## config.mk

```make
export PLATFORM = sky130hd
export DESIGN_NAME = range_calibration_interp
export DESIGN_NICKNAME = d
export VERILOG_FILES = /design/src/rci_pkg.sv /design/src/range_calibration_interp.sv
export VERILOG_INCLUDE_DIRS = /design/src /design/src/src
export SDC_FILE = /design/constraint.sdc
export NUM_CORES = 1
export LEC_CHECK = 0
export ABC_AREA = 1
export BUFFER_PORTS_ARGS = -buffer_cell sky130_fd_sc_hd__buf_4
export CAP_MARGIN = 20
export CELL_PAD_IN_SITES_DETAIL_PLACEMENT = 1
export CELL_PAD_IN_SITES_GLOBAL_PLACEMENT = 2
export CORE_UTILIZATION = 35
export DETAILED_ROUTE_END_ITERATION = 7
export GPL_ROUTABILITY_DRIVEN = 0
export GPL_TIMING_DRIVEN = 0
export PLACE_DENSITY_LB_ADDON = 0.3
export SYNTH_ARGS = -nofsm -noshare
export SYNTH_HDL_FRONTEND = slang
export SYNTH_SLANG_ARGS = --single-unit
```

## constraint.sdc

```tcl
create_clock -name clk -period 7.45 [get_ports clk]
set_input_delay 0.745 -clock clk [delete_from_list [all_inputs] [get_ports clk]]
set_output_delay 0.745 -clock clk [all_outputs]
set_load 0.1 [all_outputs]
```

## src/range_calibration_interp_assert.svh

```systemverilog
// ----------------------------------------------------------------------------
// Range calibration assertion macros
// Shared concurrent assertion forms, clocked on clk and disabled during reset.
// ----------------------------------------------------------------------------
`ifndef RANGE_CALIBRATION_INTERP_ASSERT_SVH
`define RANGE_CALIBRATION_INTERP_ASSERT_SVH

// Same-cycle implication.
`define RCI_ASSERT_NOW(lbl, ante, cons, msg) \
	lbl: assert property (@(posedge clk) disable iff (!arst_n) (ante) |-> (cons)) \
		else $error(msg);

// Next-cycle implication.
`define RCI_ASSERT_NEXT(lbl, ante, cons, msg) \
	lbl: assert property (@(posedge clk) disable iff (!arst_n) (ante) |=> (cons)) \
		else $error(msg);

`endif

```

## src/rci_pkg.sv

```systemverilog
// ----------------------------------------------------------------------------
// Range calibration package
// Breakpoint tables, datapath widths and sequencer states.
// ----------------------------------------------------------------------------
package rci_pkg;

	localparam int STORED_POINTS = 41;
	localparam int IDX_W = 6;
	localparam int RAW_W = 16;
	localparam int DX_W = 6;
	localparam int DY_W = 7;
	localparam int PROD_W = RAW_W + DY_W;
	localparam int SUM_W = PROD_W + 1;
	localparam int CNT_W = $clog2(PROD_W);

	localparam logic [RAW_W-1:0] BP_RAW [STORED_POINTS] = '{
		16'd131, 16'd192, 16'd201, 16'd222, 16'd235, 16'd258, 16'd289, 16'd314,
		16'd337, 16'd358, 16'd378, 16'd397, 16'd416, 16'd434, 16'd450, 16'd465,
		16'd480, 16'd496, 16'd507, 16'd520, 16'd536, 16'd544, 16'd557, 16'd568,
		16'd577, 16'd586, 16'd595, 16'd604, 16'd612, 16'd621, 16'd629, 16'd636,
		16'd644, 16'd650, 16'd658, 16'd664, 16'd670, 16'd676, 16'd682, 16'd689,
		16'd694
	};

	localparam logic [RAW_W-1:0] BP_TRUE [STORED_POINTS] = '{
		16'd135, 16'd235, 16'd240, 16'd280, 16'd300, 16'd340, 16'd400, 16'd450,
		16'd500, 16'd550, 16'd600, 16'd650, 16'd700, 16'd750, 16'd800, 16'd850,
		16'd900, 16'd950, 16'd1000, 16'd1050, 16'd1100, 16'd1150, 16'd1200, 16'd1250,
		16'd1300, 16'd1350, 16'd1400, 16'd1450, 16'd1500, 16'd1550, 16'd1600, 16'd1650,
		16'd1700, 16'd1750, 16'd1800, 16'd1850, 16'd1900, 16'd1950, 16'd2000, 16'd2050,
		16'd2100
	};

	typedef enum logic [2:0] {
		ST_IDLE,
		ST_SEARCH,
		ST_MUL,
		ST_DIV,
		ST_FIN
	} state_t;

endpackage

```

## src/range_calibration_interp.sv

```systemverilog
// ----------------------------------------------------------------------------
// Range calibration interpolator
// Converts a raw range reading to a calibrated distance by piecewise-linear
// interpolation over a fixed breakpoint table, with a serial segment search
// and a restoring divider.
// ----------------------------------------------------------------------------
// Channel  Ports                                      Handshake
// input    raw_distance                               start high, busy low
// output   true_distance, below_range, saturated      done high, one cycle
//
// A reading in segment s passes through the segment search (one breakpoint a
// cycle, from segment 0 up to s), a multiply step, the 23-step divider and a
// finish step before done. A reading below the first breakpoint is
// answered in the cycle after accept. Reset clears the sequencer and the
// strobe. The receiver cannot stall; busy holds new items off.
// ----------------------------------------------------------------------------
`include "range_calibration_interp_assert.svh"

module range_calibration_interp
	import rci_pkg::*;
#(
	parameter int TABLE_POINTS = 41
) (
	input  logic              clk,
	input  logic              arst_n,
	input  logic              start,
	output logic              busy,
	input  logic [RAW_W-1:0]  raw_distance,
	output logic              done,
	output logic [RAW_W-1:0]  true_distance,
	output logic              below_range,
	output logic              saturated
);

	localparam int N_USE = (TABLE_POINTS < 2) ? 2 :
		((TABLE_POINTS > STORED_POINTS) ? STORED_POINTS : TABLE_POINTS);
	localparam logic [IDX_W-1:0] LAST_SEG = IDX_W'(N_USE - 2);
	localparam logic [CNT_W-1:0] DIV_LAST = CNT_W'(PROD_W - 1);

	state_t state_q, state_d;
	logic [RAW_W-1:0] raw_q;
	logic [IDX_W-1:0] seg_q;
	logic [DX_W-1:0] dx_q;
	logic [DX_W-1:0] rem_q;
	logic [PROD_W-1:0] quo_q;
	logic [CNT_W-1:0] cnt_q;
	logic done_q;
	logic [RAW_W-1:0] true_q;
	logic below_q;
	logic sat_q;

	logic accept;
	logic [IDX_W-1:0] seg_nx;
	logic hit;
	logic [RAW_W-1:0] x0, x1, y0, y1;
	logic [RAW_W-1:0] diff;
	logic [DY_W-1:0] dy;
	logic [PROD_W-1:0] prod;
	logic [DX_W:0] trial;
	logic take;
	logic [SUM_W-1:0] sum;

	assign accept = start && (state_q == ST_IDLE);
	assign seg_nx = IDX_W'(seg_q + 1'b1);
	assign x0 = BP_RAW[seg_q];
	assign x1 = BP_RAW[seg_nx];
	assign y0 = BP_TRUE[seg_q];
	assign y1 = BP_TRUE[seg_nx];
	assign hit = (raw_q < x1) || (seg_q == LAST_SEG);
	assign diff = raw_q - x0;
	assign dy = DY_W'(y1 - y0);
	assign prod = {{DY_W{1'b0}}, diff} * {{RAW_W{1'b0}}, dy};
	assign trial = {rem_q, quo_q[PROD_W-1]};
	assign take = trial >= {1'b0, dx_q};
	assign sum = {1'b0, quo_q} + {{(SUM_W-RAW_W){1'b0}}, y0};

	always_comb begin
		state_d = state_q;
		unique case (state_q)
			ST_IDLE: begin
				if (accept && (raw_distance >= BP_RAW[0])) begin
					state_d = ST_SEARCH;
				end
			end
			ST_SEARCH: begin
				if (hit) begin
					state_d = ST_MUL;
				end
			end
			ST_MUL: state_d = ST_DIV;
			ST_DIV: begin
				if (cnt_q == DIV_LAST) begin
					state_d = ST_FIN;
				end
			end
			ST_FIN: state_d = ST_IDLE;
			default: state_d = ST_IDLE;
		endcase
	end

	always_ff @(posedge clk or negedge arst_n) begin
		if (!arst_n) begin
			state_q <= ST_IDLE;
			done_q <= 1'b0;
		end else begin
			state_q <= state_d;
			done_q <= (accept && (raw_distance < BP_RAW[0])) || (state_q == ST_FIN);
		end
	end

	always_ff @(posedge clk) begin
		unique case (state_q)
			ST_IDLE: begin
				if (accept) begin
					raw_q <= raw_distance;
					seg_q <= '0;
					true_q <= BP_TRUE[0];
					below_q <= 1'b1;
					sat_q <= 1'b0;
				end
			end
			ST_SEARCH: begin
				if (!hit) begin
					seg_q <= seg_nx;
				end
			end
			ST_MUL: begin
				quo_q <= prod;
				dx_q <= DX_W'(x1 - x0);
				rem_q <= '0;
				cnt_q <= '0;
			end
			ST_DIV: begin
				rem_q <= take ? DX_W'(trial - {1'b0, dx_q}) : DX_W'(trial);
				quo_q <= {quo_q[PROD_W-2:0], take};
				cnt_q <= CNT_W'(cnt_q + 1'b1);
			end
			ST_FIN: begin
				below_q <= 1'b0;
				sat_q <= |sum[SUM_W-1:RAW_W];
				true_q <= (|sum[SUM_W-1:RAW_W]) ? {RAW_W{1'b1}} : sum[RAW_W-1:0];
			end
			default: begin
			end
		endcase
	end

	assign busy = (state_q != ST_IDLE);
	assign done = done_q;
	assign true_distance = true_q;
	assign below_range = below_q;
	assign saturated = sat_q;

	`RCI_ASSERT_NEXT(a_fin_done, state_q == ST_FIN, done && !busy,
		"finish step did not deliver a result")
	`RCI_ASSERT_NEXT(a_below_fast, start && !busy && (raw_distance < BP_RAW[0]),
		done && below_range, "below-range item not answered at once")
	`RCI_ASSERT_NOW(a_below_value, done && below_range,
		!saturated && (true_distance == BP_TRUE[0]), "below-range result is wrong")
	`RCI_ASSERT_NOW(a_rem_bound, state_q == ST_DIV, rem_q < dx_q,
		"divider remainder not below divisor")

endmodule

```

==> results of run 1 <==
-- layout make-up --
type	count	area [um2]
clock inverters	7	78.8
multi-input cells	1100	8460
clock buffers	9	225
fillers	3709	16800
plain buffers	37	287
flip-flops and latches	84	2500
well taps	396	495
repair buffers	120	996
inverters	208	812
-- placed cells by master, fill, tap and decap left out, drive strengths merged, types with 4 or more instances in the layout --
cell,instances
clkbuf,28
nand3,72
dfrtp,4
a21o,5
buf,138
nand4,14
nor3,23
a31oi,10
xnor2,21
xor2,31
o21a,4
ha,113
fa,72
nand2,273
or2,12
edfxtp,80
o22ai,7
nor4,6
inv,208
nor2,186
o21ai,113
o21bai,4
o31ai,6
a21oi,93
o211ai,6
-- through the flow --
step                      setup WS [ns]  utilization
after floorplan                 0.00749            -
after global placement            -1.73        0.382
final                             0.219        0.452
after detailed placement          -1.79        0.383
after global routing            -0.0706        0.452
after CTS                      -0.00673        0.430
-- cell usage after synthesis (7+ instances only) --
master / instances
or2_2: 9
clkbuf_1: 20
nand4_1: 14
ha_1: 113
nand3_1: 67
a31oi_1: 10
o21ai_0: 100
inv_1: 200
nor2_1: 182
fa_1: 72
nand2_1: 259
a21oi_1: 91
xnor2_1: 19
buf_2: 9
buf_6: 7
o22ai_1: 7
nand2_2: 11
o21ai_2: 8
xor2_1: 28
nor3_1: 23
edfxtp_1: 80
-- metal layers --
layer,global-route usage,wire [um],vias up
li1,-,-,5015
met5,0,0,-
met2,0.406,17600,227
met3,0.0439,1660,45
met4,0.0681,711,0
met1,0.329,17900,5018
-- timing repair --
item	CTS	global route
gates resized for setup	178	119
setup buffers	49	29
setup endpoints to repair	19	15
cloned	2	1
pin swaps	60	84
-- path summary, 6_finish.rpt --
kind | to | depth (start not counted) | slack [ns] | startpoint
setup / recovery | quo_q[13]$_DFFE_PN_ | 37 | 0.22 | seg_q[1]$_SDFFCE_PN0P_
min in group clk | raw_q[1]$_DFFE_PP_ | 1 | 0.56 | raw_distance[1]
hold / removal | done$_DFF_PN0_ | 1 | 0.15 | arst_n
hold reg to reg | state_q[0]$_DFFE_PN0P_ | 2 | 0.57 | state_q[0]$_DFFE_PN0P_
max in group asynchronous | state_q[1]$_DFFE_PN0P_ | 1 | 7.20 | arst_n
setup reg to reg | quo_q[13]$_DFFE_PN_ | 37 | 0.22 | seg_q[1]$_SDFFCE_PN0P_
-- registers in the layout, indices dropped and copies added, names as in the netlist --
signal and flops:
rem_q 6, raw_q 16, done 1, state_q 3, below_range 1, dx_q 6
cnt_q 5, true_distance 16, quo_q 23, seg_q 6, saturated 1
-- kinds of logic after synthesis --
logic type                 synth area share
AOI/OAI and AO/OA                     0.143
xor gates and xnor gates             0.0451
adders and majority gates             0.261
buffers and inverters                0.0914
DFF                                   0.229
and+or+nand+nor                       0.231
==> reports/results.tsv, run 1 <==
metric	value	unit
antennaDiodeCount	0	
avgSynthCellArea	7.64	um2
vias	10300	
numCtsBuffers	9	
gr-total-overflow	0	
track_usage	0.246	
ys_top_cells_by_area	edfxtp_1 22%, fa_1 13%, ha_1 13%, nand2_1 8.9%, inv_1 6.9%	
worstPathRequired	7.55	ns
finalCritPeriodShare	0.971	
synth_cell_types	59	
fmax	138	MHz
drv_slew	0	
clk_latency	0.38	ns
drive_gt1_frac	0.243	
hold_ws	0.145	ns
postRouteAntennaNets	0	
yosysTopAreaCellShare	0.220	
fin_crit	7.23	ns
io_buffers	38	
synth_nets	1635	
antenna_found_initial	0	
max_cap_violations	0	
place.detailed.hpwl	29500	um
synth-edff-count	80	
grt_pass1_vias	10900	
htree_levels	3	
setup_tns	0	ns
cts_sinks	84	
die_w	179	um
synthArstFlopShare	0.0476	
cp_top_family	adder cells	
path_clk_slew	0.07	ns
startpoint_type	flip-flop	
syn2layout_area_growth	26.7	%
fin_skew	0.0133	ns
firstDrtPassIters	4	
drtIter0Drc	471	
ys_seq_area_frac	0.229	
setup_violations	0	
placed_cell_area	11700	um2
cpMostUsedCell	inv_1	
status	finished, final reports clean	
cts_tree	done	
grt_max_degree	22	
arrival	7.33	ns
hp-class	input pin to asynchronous set/reset pin	
finalWirelength	37800	um
routed_via_density	5.25	
avgRoutedWirePerCell	19.3	um
synthCells	1431	
ios	39	
final-hold-violation-count	0	
max_slew_margin	0.395	
syn-cell-area	10900	um2
tightest_slew	0.901	ns
postCtsHoldBufs	0	
place_inst	1866	
cp_max_fo	6	
critical_path_class	flip-flop to flip-flop	
crit_path_max_incr_delay	0.54	ns
yosysTopAreaCell	edfxtp_1	
grt_pass1_wl	59500	um
cts_root_buffer	clkbuf_16	
worst-path-buf-inv	11	
fin_cells	1961	
rows	64	
final_cell_area	13900	um2
cts.path.max_buffers	2	
fp.dieArea	32000	um2
critPathSlowestCell	fa_1	
fp.dieH	179	um
ys_seq_elements	84	
core_area	30700	um2
yosysWarnings	0	
fin_nets	1764	
start_util	0.357	
synth_ff_type	edfxtp_1	
route.detailed.drc	0	
end_kind	flip-flop	
Power of run 1 is left out: the tool's default activity adds up to more than one toggle a clock period on the data nets, which glitch-free logic cannot reach.
==> inputs of run 2 (changes only) <==
--- a/config.mk
+++ b/config.mk
@@ -11,7 +11,7 @@
 export CAP_MARGIN = 20
 export CELL_PAD_IN_SITES_DETAIL_PLACEMENT = 1
 export CELL_PAD_IN_SITES_GLOBAL_PLACEMENT = 2
-export CORE_UTILIZATION = 35
+export CORE_UTILIZATION = 25
 export DETAILED_ROUTE_END_ITERATION = 7
 export GPL_ROUTABILITY_DRIVEN = 0
 export GPL_TIMING_DRIVEN = 0
==> run 2 against run 1 <==
- sequential share of layout area decreased by 0.16 points
- cell count increased by 9.6%
- global-route usage decreased by 6.6 points
- die area increased by 40%
==> reports/results.tsv, run 2 (synthesized netlist as in run 1, its figures left out) <==
metric	value	unit	change
status	finished, final reports clean		unchanged
cp_top_family	adder cells		unchanged
syn2layout_area_growth	27.9	%	was 26.7%
vias	10200		was 10300
nFillCells	5139		was 3709
cp_max_fo	5		was 6
cts_sinks	84		unchanged
rows	76		was 64
numCtsBuffers	9		unchanged
cts_tree	done		unchanged
drtIter0Drc	401		was 471
postRouteAntennaNets	0		unchanged
placed_cell_area	12000	um2	was 11700 um2
startpoint_type	flip-flop		unchanged
grt_max_degree	35		was 22
final-hold-violation-count	0		unchanged
gr-total-overflow	0		unchanged
firstDrtPassIters	5		was 4
start_util	0.254		was 0.357
die_w	211	um	was 179 um
cpMostUsedCell	nand2_1		was inv_1
largest_register_ffs	23		unchanged
seq_area	2500	um2	unchanged
finalCritPeriodShare	0.984		was 0.971
worstPathRequired	7.59	ns	was 7.55 ns
postCtsHoldBufs	0		unchanged
hp-class	input pin to asynchronous set/reset pin		unchanged
htree_levels	3		unchanged
clk_latency	0.39	ns	was 0.38 ns
end_kind	flip-flop		unchanged
fmax	136	MHz	was 138 MHz
antenna_found_initial	0		unchanged
max_slew_margin	0.397		was 0.395
layout_commonest_cell	nand2_1		unchanged
critPathSlowestCell	fa_1		unchanged
worst-path-buf-inv	12		was 11
rsz0062_at_grt	true		
mostFrequentLayoutCells	238 x nand2_1, 184 x inv_1, 159 x nor2_1		was 241 x nand2_1, 180 x inv_1, 158 x nor2_1
grt_pass1_wl	61000	um	was 59500 um
max_cap_violations	0		unchanged
multi_input_area	8400	um2	was 8460 um2
finalWirelength	39000	um	was 37800 um
arrival	7.46	ns	was 7.33 ns
track_usage	0.180		was 0.246
fp.dieH	211	um	was 179 um
largest-register	quo_q		unchanged
path_clk_slew	0.07	ns	about the same
cts_root_buffer	clkbuf_16		unchanged
critical_path_class	flip-flop to flip-flop		unchanged
route.detailed.drc	0		unchanged
setup_violations	0		unchanged
routed_via_density	4.73		was 5.25
fin_skew	0.0181	ns	was 0.0133 ns
cts.path.max_buffers	2		unchanged
antennaDiodeCount	0		unchanged
fin_crit	7.33	ns	was 7.23 ns
final_cell_area	14000	um2	was 13900 um2
io_buffers	38		unchanged
avgRoutedWirePerCell	18.1	um	was 19.3 um
place.detailed.hpwl	31000	um	was 29500 um
fp.dieArea	44600	um2	was 32000 um2
drive_gt1_frac	0.236		was 0.243
crit_path_max_incr_delay	0.60	ns	was 0.54 ns
drv_slew	0		unchanged
ios	39		unchanged
core_area	43100	um2	was 30700 um2
fin_nets	1764		unchanged
tightest_slew	0.903	ns	was 0.901 ns
grt_pass1_vias	10700		was 10900
finalCoreUtilization	0.325		was 0.452
-- run 2: cell types whose count changed in the layout (fill, tap and decap cells not counted), sizes merged --
cell,delta
clkinvlp,+1
inv,-4
buf,-4
clkbuf,+7
-- run 2: layout make-up --
| type | instances | area share |
|---|---|---|
| buffer | 37 | 0.0212 |
| clock buffer | 12 | 0.0169 |
| clock inverter | 4 | 0.00367 |
| inverter | 208 | 0.0575 |
| multi-input combinational | 1100 | 0.601 |
| sequential | 84 | 0.179 |
| tap | 585 | 0.0524 |
| timing repair buffer | 120 | 0.0684 |
-- run 2: final timing paths --
kind / startpoint / to / slack (ns) / depth (start not counted)
max: seg_q[1]$_SDFFCE_PN0P_ / quo_q[22]$_DFFE_PN_ / 0.12 / 41
min: arst_n / state_q[0]$_DFFE_PN0P_ / 0.15 / 1
max reg2reg: seg_q[1]$_SDFFCE_PN0P_ / quo_q[22]$_DFFE_PN_ / 0.12 / 41
min reg2reg: state_q[0]$_DFFE_PN0P_ / state_q[0]$_DFFE_PN0P_ / 0.55 / 2
max in group asynchronous: arst_n / done$_DFF_PN0_ / 7.20 / 1
min in group clk: state_q[0]$_DFFE_PN0P_ / state_q[0]$_DFFE_PN0P_ / 0.55 / 2
-- run 2: metal layers --
layer  global-route usage  vias up  share of wire  wire, um
li1                     -     4998              -         -
met1                0.245     4985           0.49     19200
met2                0.289      137           0.46     17900
met3               0.0303       40          0.031      1200
met4               0.0542        0          0.020       788
met5                    0        -              0         0
-- run 2: what timing repair did --
item	CTS	global route
endpoints found under the setup margin	19	14
setup buffers	48	31
cloned	1	1
gates resized for setup	170	113
pin swaps	61	67
-- run 2: per-stage QoR --
step	setup TNS (ns)	setup WS, ns	cells	hold slack [ns]
after global routing	-0.652	-0.152	2150	0.127
after floorplan	0	0.00749	1431	0.449
final	0	0.123	2150	0.147
after CTS	-0.00536	-0.00536	2120	0.125
after detailed placement	-23.96	-1.85	2055	0.543
after global placement	-23.65	-1.84	2054	0.535
Power of run 2 is left out for the same reason.
==> inputs of run 3 (changes only) <==
--- a/config.mk
+++ b/config.mk
@@ -15,7 +15,7 @@
 export DETAILED_ROUTE_END_ITERATION = 7
 export GPL_ROUTABILITY_DRIVEN = 0
 export GPL_TIMING_DRIVEN = 0
-export PLACE_DENSITY_LB_ADDON = 0.3
+export PLACE_DENSITY_LB_ADDON = 0.1
 export SYNTH_ARGS = -nofsm -noshare
 export SYNTH_HDL_FRONTEND = slang
 export SYNTH_SLANG_ARGS = --single-unit
==> run 3 against run 2 <==
- non-clock buffer count is 2 lower
- via count up 0.34%
- flip-flop and latch count stayed put
- critical path depth fell by 6
==> reports/results.tsv, run 3 (synthesized netlist as in run 1, its figures left out) <==
metric	value	unit	change
regToRegSetupSlack	0.09	ns	was 0.12 ns
fin_skew	0.0119	ns	was 0.0181 ns
grt_busiest_layer	met2		unchanged
met2_usage	0.310		was 0.289
max_slew_margin	0.379		was 0.397
setup_tns	0	ns	unchanged
drtIter0Drc	404		was 401
cts_sinks	84		unchanged
cts_tree	done		unchanged
finalWirelength	41600	um	was 39000 um
ios	39		unchanged
critPathLaunch	seg_q[1]$_SDFFCE_PN0P_		unchanged
r2r-start	seg_q[1]$_SDFFCE_PN0P_		unchanged
finalCoreUtilization	0.329		was 0.325
gr-total-overflow	0		unchanged
postRouteAntennaNets	0		unchanged
status	finished, final reports clean		unchanged
io_buffers	38		unchanged
drv_slew	0		unchanged
rows	76		unchanged
fin_crit	7.36	ns	was 7.33 ns
finalCritPeriodShare	0.988		was 0.984
drive_gt1_frac	0.248		was 0.236
layout_commonest_cell	nand2_1		unchanged
avgRoutedWirePerCell	19.4	um	was 18.1 um
routed_via_density	4.75		was 4.73
reg2regPathDepth	35		was 41
cpMostUsedCell	inv_1		was nand2_1
cp_max_fo	10		was 5
setup_violations	0		unchanged
htree_levels	3		unchanged
end_kind	flip-flop		unchanged
numCtsBuffers	9		unchanged
groute.layer.met1.usage	0.273		was 0.245
fin_nets	1762		was 1764
cts.path.max_buffers	2		unchanged
firstDrtPassIters	5		unchanged
worstPathRequired	7.59	ns	about the same
arrival	7.50	ns	was 7.46 ns
max_cap_violations	0		unchanged
clk_latency	0.38	ns	was 0.39 ns
largest-register	quo_q		unchanged
postCtsHoldBufs	0		unchanged
fmax	136	MHz	about the same
mostFrequentLayoutCells	237 x nand2_1, 180 x inv_1, 157 x nor2_1		was 238 x nand2_1, 184 x inv_1, 159 x nor2_1
antenna_found_initial	0		unchanged
route.detailed.drc	0		unchanged
use_met3	0.0296		was 0.0303
grt_pass1_vias	10800		was 10700
tightest_slew	0.930	ns	was 0.903 ns
startpoint_type	flip-flop		unchanged
cp-endpoint	quo_q[22]$_DFFE_PN_		unchanged
die_w	211	um	unchanged
syn2layout_area_growth	29.6	%	was 27.9%
crit_path_max_incr_delay	0.51	ns	was 0.60 ns
grt_max_degree	35		unchanged
grt_pass1_wl	64700	um	was 61000 um
hp-class	input pin to asynchronous set/reset pin		unchanged
start_util	0.254		unchanged
vias	10200		about the same
antennaDiodeCount	0		unchanged
critical_path_class	flip-flop to flip-flop		unchanged
place.detailed.hpwl	33100	um	was 31000 um
final-hold-violation-count	0		unchanged
fp.dieArea	44600	um2	unchanged
fp.dieH	211	um	unchanged
rsz0062_at_grt	true		unchanged
cts_root_buffer	clkbuf_16		unchanged
largest_register_ffs	23		unchanged
critPathSlowestCell	fa_1		unchanged
nFillCells	5133		was 5139
path_clk_slew	0.07	ns	about the same
core_area	43100	um2	unchanged
track_usage	0.193		was 0.180
worst_r2r_endpoint	quo_q[22]$_DFFE_PN_		unchanged
## run 3: changes by cell type in the layout (fill, tap and decap cells not counted), sizes merged
cell,before,now
inv,204,206
clkbuf,35,33
clkinvlp,4,5
buf,134,131
## run 3: worst min path at each step
stage,end,slack [ns]
2_1_floorplan,done$_DFF_PN0_,0.45
3_5_place_dp,state_q[0]$_DFFE_PN0P_,0.54
4_1_cts,state_q[1]$_DFFE_PN0P_,0.13
5_1_grt,state_q[1]$_DFFE_PN0P_,0.13
6_report,state_q[1]$_DFFE_PN0P_,0.15
3_3_place_gp,done$_DFF_PN0_,0.55
## run 3: worst max-delay path: cells and delay by family (launching register included)
kind                       cells  cell delay, ns
adders and majority gates      7            2.78
and+or+nand+nor               14            1.89
buffers and inverters         10            1.13
AOI/OAI and AO/OA              3            0.69
DFF                            1            0.45
xor gates and xnor gates       1            0.17
## run 3: final cells by class
| type | count | area (um2) | area share |
|---|---|---|---|
| Inverter | 208 | 815 | 0.0575 |
| Sequential cell | 84 | 2500 | 0.177 |
| Clock inverter | 7 | 81.3 | 0.00574 |
| Clock buffer | 9 | 225 | 0.0159 |
| Multi-Input combinational cell | 1100 | 8550 | 0.604 |
| Tap cell | 585 | 732 | 0.0517 |
| Timing Repair Buffer | 120 | 986 | 0.0696 |
| Buffer | 35 | 277 | 0.0195 |
## run 3: metal layers
metal  vias to the layer above  routed length (um)  share of wire
li1                       4988                   -              -
met2                       149               18700           0.45
met1                      5031               21100           0.51
met3                        27                1290          0.031
met5                         -                   0              0
met4                         0                 503          0.012
## run 3: through the flow
step | area (um2) | setup WS, ns | instances | hold slack [ns]
finish | 14200 | 0.0880 | 2148 | 0.146
global route | 14200 | -0.272 | 2148 | 0.132
CTS | 13400 | 0.00425 | 2113 | 0.125
detailed placement | 12000 | -2.01 | 2054 | 0.543
global placement | 12000 | -2.07 | 2054 | 0.545
floorplan | 10900 | 0.00749 | 1431 | 0.449
## run 3: timing repair
item                                    CTS  global route
resized for setup                       196           119
setup buffers                            42            37
endpoints found under the setup margin   19            15
gates cloned                              2             0
pin swaps                                51            83
Power of run 3 is left out for the same reason.
